## src/hdl/bkk_pkg.sv

```systemverilog
// ----------------------------------------------------------------------------
// bkk_pkg
// Types and constants of the beam best-k keeper.
// ----------------------------------------------------------------------------
`default_nettype none

package bkk_pkg;

    localparam int MAX_KEEP = 8;
    localparam int CNT_W    = $clog2(MAX_KEEP + 1);
    localparam int SCORE_W  = 26;
    localparam int UTIL_W   = 17;
    localparam int ID_W     = 16;
    localparam int SLOT_W   = 3;
    localparam int KEEP_W   = 4;
    localparam int CFG_W    = 26;
    localparam int CFG_IDX_W = 2;

    localparam logic [CFG_IDX_W-1:0] CFG_KEEP_COUNT     = 2'd0;
    localparam logic [CFG_IDX_W-1:0] CFG_SCORE_MARGIN   = 2'd1;
    localparam logic [CFG_IDX_W-1:0] CFG_UTIL_TOLERANCE = 2'd2;

    localparam logic KIND_VERDICT = 1'b0;
    localparam logic KIND_DUMP    = 1'b1;

    typedef enum logic [1:0] {
        ST_IDLE,
        ST_EVAL,
        ST_DUMP
    } t_state;

    typedef struct packed {
        logic [SCORE_W-1:0] score;
        logic [UTIL_W-1:0]  util;
        logic [ID_W-1:0]    id;
        logic [ID_W-1:0]    pieces;
    } t_entry;

    // Per-cell control from the sequencer
    typedef struct packed {
        logic at_end;     // cell index >= count-1: insertion search stops here
        logic is_last;    // cell holds the current last entry
        logic insert;     // apply an accepted insertion this cycle
        logic shift_out;  // dump: take the right-hand neighbour's entry
    } t_cell_ctl;

endpackage

`default_nettype wire

```

## src/hdl/beam_best_k_keeper_top.sv

```systemverilog
// ----------------------------------------------------------------------------
// beam_best_k_keeper_top
// Ordered list of the best candidates of one beam-search level.
// Input channel i_in_valid/o_in_ready carries one candidate per transfer;
// output channel o_out_valid/i_out_ready carries result items. Each
// candidate gives one verdict; with level_end set the verdict is followed
// by one dump item per kept entry, position 0 upward, and the list clears.
// A candidate is taken in the idle state, enters evaluation in the next cycle
// and, once the output register is free, has its verdict registered there.
// It is ranked in the single compare-and-shift step of the cell chain; no
// new candidate is taken until its verdict and dump items are registered.
// A waiting output does not block the next transfer in; evaluation and dump
// steps hold while the receiver stalls. Reset clears the count and loads
// keep count 3, margin 0 and tolerance 0. Configuration writes on i_cfg_we
// take effect at once and are to be made while idle; the block does not check.
// ----------------------------------------------------------------------------
`default_nettype none

module beam_best_k_keeper_top import bkk_pkg::*; (
    input  logic                 i_clk,
    input  logic                 i_rst_n,
    // configuration write port
    input  logic                 i_cfg_we,
    input  logic [CFG_IDX_W-1:0] i_cfg_idx,
    input  logic [CFG_W-1:0]     i_cfg_wdata,
    // candidate channel
    input  logic                 i_in_valid,
    output logic                 o_in_ready,
    input  logic [SCORE_W-1:0]   i_node_score,
    input  logic [UTIL_W-1:0]    i_bin_util,
    input  logic [ID_W-1:0]      i_node_id,
    input  logic [ID_W-1:0]      i_pieces_left,
    input  logic                 i_level_end,
    // result channel
    output logic                 o_out_valid,
    input  logic                 i_out_ready,
    output logic                 o_result_kind,
    output logic                 o_accepted,
    output logic [SLOT_W-1:0]    o_slot,
    output logic [ID_W-1:0]      o_kept_id,
    output logic [ID_W-1:0]      o_kept_pieces,
    output logic                 o_last
);

    localparam int IDX_W = (MAX_KEEP > 1) ? $clog2(MAX_KEEP) : 1;

    // Configuration registers
    logic [KEEP_W-1:0]  r_keep;
    logic [SCORE_W-1:0] r_margin;
    logic [UTIL_W-1:0]  r_tol;

    // Sequencer
    t_state             r_state, n_state;
    logic [CNT_W-1:0]   r_cnt, n_cnt;
    logic [CNT_W-1:0]   r_idx, n_idx;
    t_entry             r_cand;
    logic               r_dump;

    // Output register
    logic               r_out_valid;
    logic               r_kind;
    logic               r_acc;
    logic [SLOT_W-1:0]  r_slot;
    logic [ID_W-1:0]    r_kid;
    logic [ID_W-1:0]    r_kpieces;
    logic               r_last;

    logic               in_fire;
    logic               out_free;
    logic               eval_go;
    logic               dump_go;
    logic               dump_last;
    logic               acc;
    logic [CNT_W-1:0]   keep_eff;
    logic [CNT_W-1:0]   new_cnt;
    logic [IDX_W-1:0]   pos;
    logic [SCORE_W:0]   cand_sm;

    t_cell_ctl          cell_ctl [MAX_KEEP];
    t_entry             cell_q   [MAX_KEEP];
    logic [MAX_KEEP:0]  found;
    logic [MAX_KEEP-1:0] ins;
    logic [MAX_KEEP-1:0] ok;

    // ---- configuration ----
    always_ff @(posedge i_clk) begin
        if (!i_rst_n) begin
            r_keep   <= KEEP_W'(3);
            r_margin <= '0;
            r_tol    <= '0;
        end else if (i_cfg_we) begin
            case (i_cfg_idx)
                CFG_KEEP_COUNT:     r_keep   <= i_cfg_wdata[KEEP_W-1:0];
                CFG_SCORE_MARGIN:   r_margin <= i_cfg_wdata[SCORE_W-1:0];
                CFG_UTIL_TOLERANCE: r_tol    <= i_cfg_wdata[UTIL_W-1:0];
                default: ;
            endcase
        end
    end

    // Clamp the keep count to 1..MAX_KEEP
    always_comb begin
        if (r_keep == '0) begin
            keep_eff = CNT_W'(1);
        end else if (int'(r_keep) > MAX_KEEP) begin
            keep_eff = CNT_W'(MAX_KEEP);
        end else begin
            keep_eff = CNT_W'(r_keep);
        end
    end

    // ---- handshake strobes ----
    always_comb begin
        o_in_ready = (r_state == ST_IDLE);
        in_fire    = i_in_valid && o_in_ready;
        out_free   = !r_out_valid || i_out_ready;
        eval_go    = (r_state == ST_EVAL) && out_free;
        dump_go    = (r_state == ST_DUMP) && out_free;
        dump_last  = (r_idx + CNT_W'(1)) == r_cnt;
    end

    // ---- cell chain ----
    assign cand_sm  = {1'b0, r_cand.score} + {1'b0, r_margin};
    assign found[0] = 1'b0;

    for (genvar g = 0; g < MAX_KEEP; g++) begin : g_cell
        t_entry left_e;
        t_entry right_e;

        always_comb begin
            cell_ctl[g].at_end    = (CNT_W'(g) + CNT_W'(1)) >= r_cnt;
            cell_ctl[g].is_last   = (CNT_W'(g) + CNT_W'(1)) == r_cnt;
            cell_ctl[g].insert    = eval_go && acc;
            cell_ctl[g].shift_out = dump_go;
        end

        if (g == 0) begin : g_first
            assign left_e = r_cand;
        end else begin : g_mid
            assign left_e = cell_q[g-1];
        end

        if (g == MAX_KEEP - 1) begin : g_tail
            assign right_e = r_cand;
        end else begin : g_body
            assign right_e = cell_q[g+1];
        end

        bkk_cell u_cell (
            .i_clk     (i_clk),
            .i_cand    (r_cand),
            .i_cand_sm (cand_sm),
            .i_margin  (r_margin),
            .i_tol     (r_tol),
            .i_left    (left_e),
            .i_right   (right_e),
            .i_ctl     (cell_ctl[g]),
            .i_found   (found[g]),
            .o_found   (found[g+1]),
            .o_ins     (ins[g]),
            .o_ok      (ok[g]),
            .o_entry   (cell_q[g])
        );
    end

    // Verdict: empty list, room left, or the last entry beaten
    always_comb begin
        acc     = (r_cnt == '0) || (r_cnt < keep_eff) || (|ok);
        new_cnt = (r_cnt < keep_eff) ? r_cnt + CNT_W'(1) : r_cnt;
        pos     = '0;
        for (int i = 0; i < MAX_KEEP; i++) begin
            if (ins[i]) begin
                pos = pos | IDX_W'(i);
            end
        end
    end

    // ---- state machine ----
    always_comb begin
        n_state = r_state;
        case (r_state)
            ST_IDLE: begin
                if (in_fire) n_state = ST_EVAL;
            end
            ST_EVAL: begin
                if (out_free) n_state = r_dump ? ST_DUMP : ST_IDLE;
            end
            ST_DUMP: begin
                if (out_free && dump_last) n_state = ST_IDLE;
            end
            default: n_state = ST_IDLE;
        endcase
    end

    always_comb begin
        n_cnt = r_cnt;
        n_idx = r_idx;
        if (eval_go) begin
            n_idx = '0;
            if (acc) n_cnt = new_cnt;
        end else if (dump_go) begin
            n_idx = r_idx + CNT_W'(1);
            if (dump_last) n_cnt = '0;
        end
    end

    always_ff @(posedge i_clk) begin
        if (!i_rst_n) begin
            r_state     <= ST_IDLE;
            r_cnt       <= '0;
            r_idx       <= '0;
            r_out_valid <= 1'b0;
        end else begin
            r_state <= n_state;
            r_cnt   <= n_cnt;
            r_idx   <= n_idx;
            if (eval_go || dump_go) begin
                r_out_valid <= 1'b1;
            end else if (i_out_ready) begin
                r_out_valid <= 1'b0;
            end
        end
    end

    // Hold the candidate for its evaluation step
    always_ff @(posedge i_clk) begin
        if (in_fire) begin
            r_cand.score  <= i_node_score;
            r_cand.util   <= i_bin_util;
            r_cand.id     <= i_node_id;
            r_cand.pieces <= i_pieces_left;
            r_dump        <= i_level_end;
        end
    end

    // Result payload: verdict from the chain, dump item from cell 0
    always_ff @(posedge i_clk) begin
        if (eval_go) begin
            r_kind    <= KIND_VERDICT;
            r_acc     <= acc;
            r_slot    <= acc ? SLOT_W'(pos) : '0;
            r_kid     <= '0;
            r_kpieces <= '0;
            r_last    <= !r_dump;
        end else if (dump_go) begin
            r_kind    <= KIND_DUMP;
            r_acc     <= 1'b0;
            r_slot    <= SLOT_W'(r_idx);
            r_kid     <= cell_q[0].id;
            r_kpieces <= cell_q[0].pieces;
            r_last    <= dump_last;
        end
    end

    assign o_out_valid   = r_out_valid;
    assign o_result_kind = r_kind;
    assign o_accepted    = r_acc;
    assign o_slot        = r_slot;
    assign o_kept_id     = r_kid;
    assign o_kept_pieces = r_kpieces;
    assign o_last        = r_last;

endmodule

`default_nettype wire

```

## src/hdl/bkk_cell.sv

```systemverilog
// ----------------------------------------------------------------------------
// bkk_cell
// One list position: holds an entry, compares it with the candidate and
// takes part in the insertion and dump shifts.
// ----------------------------------------------------------------------------
`default_nettype none

module bkk_cell import bkk_pkg::*; (
    input  logic               i_clk,
    input  t_entry             i_cand,
    input  logic [SCORE_W:0]   i_cand_sm,
    input  logic [SCORE_W-1:0] i_margin,
    input  logic [UTIL_W-1:0]  i_tol,
    input  t_entry             i_left,
    input  t_entry             i_right,
    input  t_cell_ctl          i_ctl,
    input  logic               i_found,
    output logic               o_found,
    output logic               o_ins,
    output logic               o_ok,
    output t_entry             o_entry
);

    t_entry           r_e;
    logic             lt;
    logic             stop;
    logic             beat;
    logic             near;
    logic [SCORE_W:0] last_sm;
    logic [UTIL_W:0]  last_ut;

    always_comb begin
        lt      = i_cand_sm < {1'b0, r_e.score};
        last_sm = {1'b0, r_e.score} + {1'b0, i_margin};
        last_ut = {1'b0, r_e.util} + {1'b0, i_tol};
        beat    = i_cand_sm <= {1'b0, r_e.score};
        near    = ({1'b0, i_cand.score} <= last_sm) && ({1'b0, i_cand.util} > last_ut);
        stop    = lt || i_ctl.at_end;
        o_ins   = !i_found && stop;
        o_found = i_found || stop;
        o_ok    = i_ctl.is_last && (beat || near);
        o_entry = r_e;
    end

    // Insert here, make room from the left, or in a dump take from the right
    always_ff @(posedge i_clk) begin
        if (i_ctl.insert) begin
            if (o_ins) begin
                r_e <= i_cand;
            end else if (i_found) begin
                r_e <= i_left;
            end
        end else if (i_ctl.shift_out) begin
            r_e <= i_right;
        end
    end

endmodule

`default_nettype wire

```

## config.mk

```make
export PLATFORM = sky130hd
export DESIGN_NAME = beam_best_k_keeper_top
export DESIGN_NICKNAME = d
export VERILOG_FILES = /design/src/hdl/bkk_pkg.sv /design/src/hdl/beam_best_k_keeper_top.sv /design/src/hdl/bkk_cell.sv
export SDC_FILE = /design/constraint.sdc
export NUM_CORES = 2
export LEC_CHECK = 0
export BUFFER_PORTS_ARGS = -buffer_cell sky130_fd_sc_hd__buf_4
export CAP_MARGIN = 20
export CORE_AREA = 2 2 338 340
export DETAILED_ROUTE_END_ITERATION = 16
export DIE_AREA = 0 0 340 342
export GPL_TIMING_DRIVEN = 0
export PLACE_DENSITY = 0.89
export SLEW_MARGIN = 20
export SYNTH_ARGS = -nofsm -noshare
export SYNTH_HDL_FRONTEND = slang
export SYNTH_SLANG_ARGS = --single-unit
```

## constraint.sdc

```tcl
create_clock -name i_clk -period 10.61 [get_ports i_clk]
set_input_delay 0 -clock i_clk [delete_from_list [all_inputs] [get_ports i_clk]]
set_output_delay 0 -clock i_clk [all_outputs]
set_load 0.01 [all_outputs]
```

==> metrics.md <==
| Metric | Value |
|---|---|
| Wire per inst | 29.0 um |
| Yosys reg bits | about 770 |
| Count of final setup violators | around 290 |
| Total global-route track usage | 39.7% |
| Crit end category | register |
| Startpoint Class | register |
| Worst EP required | 11050 ps |
| Starting DRT DRC Count | 6693 |
| CTS tree | built |
| Final wirelength | 238000 um |
| Max Clk Rate | 90.9 MHz |
| Number of flops mapped to enable cells by yosys | 681 |
| DRT Pass-1 Iters | 10 |
| Die area | 0.116 sq mm |
| Die height | 342 um |
| DR vias/cell | roughly 6.8 |
| Least-Margin Pin Slew | 1280 ps |
| Final Critical Period | 11000 ps |
| Initial core utilization | about 58% |
| Slowest stage cell, crit path | xnor2_1 |
| VDD IR max | 184 uV |
| Critical path fanouts, max | 19 |
| Mapped Avg Cell Area | 10.7 sq um |
| Violated checks | hold timing, setup timing |
| Clock Tree Buf Depth | 3 |
| Max H-tree Level | 3 |
| Layout Skew | about 65 ps |
| Yosys warns | 0 |
| R2r setup slk | -390 ps |
| Die X-Extent | 340 um |
| Final slew viol count | 0 |
| Pre-CTS setup slack | -262 ps |
| Worst Hold Class | primary input to register |
| FP Rows | 124 |
| Most frequent cells in the layout | ha_1 (929), edfxtp_1 (681), mux2_2 (536) |
| First-pass GRT wire length | around 350000 um |
| Reg area | 0.0223 sq mm |
| Syn nets | a little over 7000 |
| Number of nets with antenna violations after routing | 0 |
| Max-slew headroom | 14.3% |
| CTS Buf Count | 87 |
| Fillers | 8196 |
| Most common cell after layout, fill and taps aside | ha_1 |
| CTS clk-pin slew, worst paths | 70 ps |
| Area added between synthesis and finish | 13.1% |
| Vias in the first global route | 56602 |
| CP dominant cell by count | buf_16 |
| Core Area | 0.113 sq mm |
| Vias | 56236 |
| Hold Violations, Final | 5 |
| Root buf cell | clkbuf_16 |
| R2R cell count | 27 |
| Critical path type | register to register |
| Synth async-reset ratio | 0% |
| DR DRC count | 0 |
| Initial antenna violation count | 11 |
| Final worst slack | -386 ps |
| Count of different cell masters after synthesis | 85 |
| Mapped Area | 0.0660 sq mm |
| Largest net degree at the start of global routing | between 40 and 50 |
| PwrDens | roughly 130 mW/mm^2 |
| Hold slack final | -30.4 ps |
| # nets final | 7678 |
| GP Congestion | approximately 1.1 |
| Max Cap Viol | 0 |
| CTS Sinks | approximately 770 |
| Area of the multi-input gates | 0.0419 sq mm |
| Leakage power | 31.4 nW |
| Setup TNS after final layout | -46110 ps |
| Hold path depth | 2 |
| Sequential element share of the synthesized area | 33.7% |
| Status | finished, violations left |
| Layout cell share with drive strength beyond 1 | 17.9% |
| Port buffer count | ~150 |
| GRT overflow | 0 |
| WP data arrival | 11430 ps |
| Final cycle utilization of the critical path | 104% |
| Worst skew pair latency | about 750 ps |
| DP Wirelength | 173000 um |
| Main synth FF type | edfxtp_1 |
| IO Pins | 149 |
| Syn Inst Count | 6192 |
| Slowest stage delay, CP | 1000 ps |
-- metrics by stage --
stage	util [%]	hold slack (ps)	power, mW	area, sq um	std cells
after floorplan	-	98.9	5.59	66000	6192
after global placement	61.0	178	6.33	69000	7851
after detailed placement	61.9	179	6.47	70000	7883
after CTS	65.8	0.267	9.70	74400	8186
after global routing	66.0	7.80	10.2	74700	8209
final	66.0	-30.4	9.88	74700	8215
-- worst max-delay path: cells and delay by family (launching register included) --
family | cells | cell delay (ps)
AO/OA/AOI/OAI | 11 | 3250
AND/OR/NAND/NOR | 7 | 2950
buffers and inverters | 6 | 1810
XOR/XNOR | 1 | 1000
flip-flops | 1 | 960
adder cells (fa/ha/maj) | 2 | 650
-- state kept, by name, summed over array words and instances (netlist names) --
name and flops:
g_cell.u_cell.o_entry 600, g_cell.left_e 75, r_margin 26, r_tol 17, o_kept_id 16, o_kept_pieces 16
r_cnt 4, r_idx 4, r_keep 4, o_slot 3, r_state 2, o_accepted 1
o_last 1, o_out_valid 1, o_result_kind 1, r_dump 1
-- where the power goes --
group	total, mW	switching (mW)	internal, mW	leakage [nW]
clock network	3.25	1.47	1.78	1.42
logic	2.72	1.54	1.19	22.9
registers	3.91	0.302	3.61	7.10
total	9.88	3.31	6.57	31.4
-- final cells by class --
type / count / share of cell area, %
diodes: 6 / 0.0201
clock buffers: 113 / 3.14
plain buffers: 152 / 1.11
inverters: 336 / 1.69
flip-flops and latches: 772 / 29.8
clock inverters: 50 / 0.812
multi-input cells: 4932 / 56.1
repair buffers: 342 / 4.80
well taps: 1512 / 2.53
-- layer usage --
metal | wire length [um] | track usage (%) | up-vias
met5 | 54 | 0 | -
met4 | 23500 | 33.6 | 8
met3 | 25600 | 9.40 | 1187
met2 | 106000 | 62.8 | 3886
met1 | 83200 | 45.5 | 26761
li1 | - | - | 24394
-- kinds of logic (layout without fill, tap and decap cells) --
kind of cell	count (synthesis)	in the layout	synth area share, %
muxes	1054	1054	18.4
AOI/OAI and AO/OA	1333	1333	12.9
buffers and inverters	488	993	3.17
xor gates and xnor gates	315	315	4.18
adders and majority gates	946	946	18.1
other	0	6	0
and+or+nand+nor	1284	1284	9.46
DFF	772	772	33.7
-- worst paths after layout --
check | start | endpoint
worst min register to register | o_kept_pieces[5] | o_kept_pieces[5]
worst min-delay path | i_node_id[5] | g_cell[0].left_e[21]
worst max-delay path | g_cell[0].left_e[53] | g_cell[7].u_cell.o_entry[47]
worst max register to register | g_cell[0].left_e[53] | g_cell[7].u_cell.o_entry[47]
-- Yosys cell counts (24+ instances only) --
cell / instances / area [sq um]
nor3_1: 82 / 410
nand2b_1: 61 / 382
ha_1: 929 / 11600
xnor2_1: 135 / 1180
mux2i_1: 318 / 3180
a21boi_0: 59 / 443
xor2_1: 180 / 1580
nor4_1: 31 / 194
dfxtp_1: 91 / 1820
nor2b_1: 79 / 494
nand4_1: 112 / 701
o21bai_1: 34 / 255
nand2_1: 403 / 1510
buf_2: 48 / 240
mux2_2: 536 / 6040
a21oi_1: 418 / 2090
nand3_1: 139 / 696
o211ai_1: 36 / 270
inv_1: 335 / 1260
o31ai_1: 24 / 180
edfxtp_1: 681 / 20400
nor2_1: 242 / 908
a31oi_1: 31 / 194
a21o_1: 176 / 1320
o21a_1: 54 / 405
mux2_4: 190 / 2850
clkbuf_1: 71 / 267
o21ai_0: 257 / 1290
a211oi_1: 69 / 518
-- timing repair --
item | 4_1_cts | 5_1_grt
endpoints found under the hold margin | 135 | 0
setup buffers | 0 | 21
resized for setup | 3 | 5
hold buffers | 140 | 0
setup endpoints to repair | 365 | 589
No activity file was read; power rests on OpenSTA's default activity.
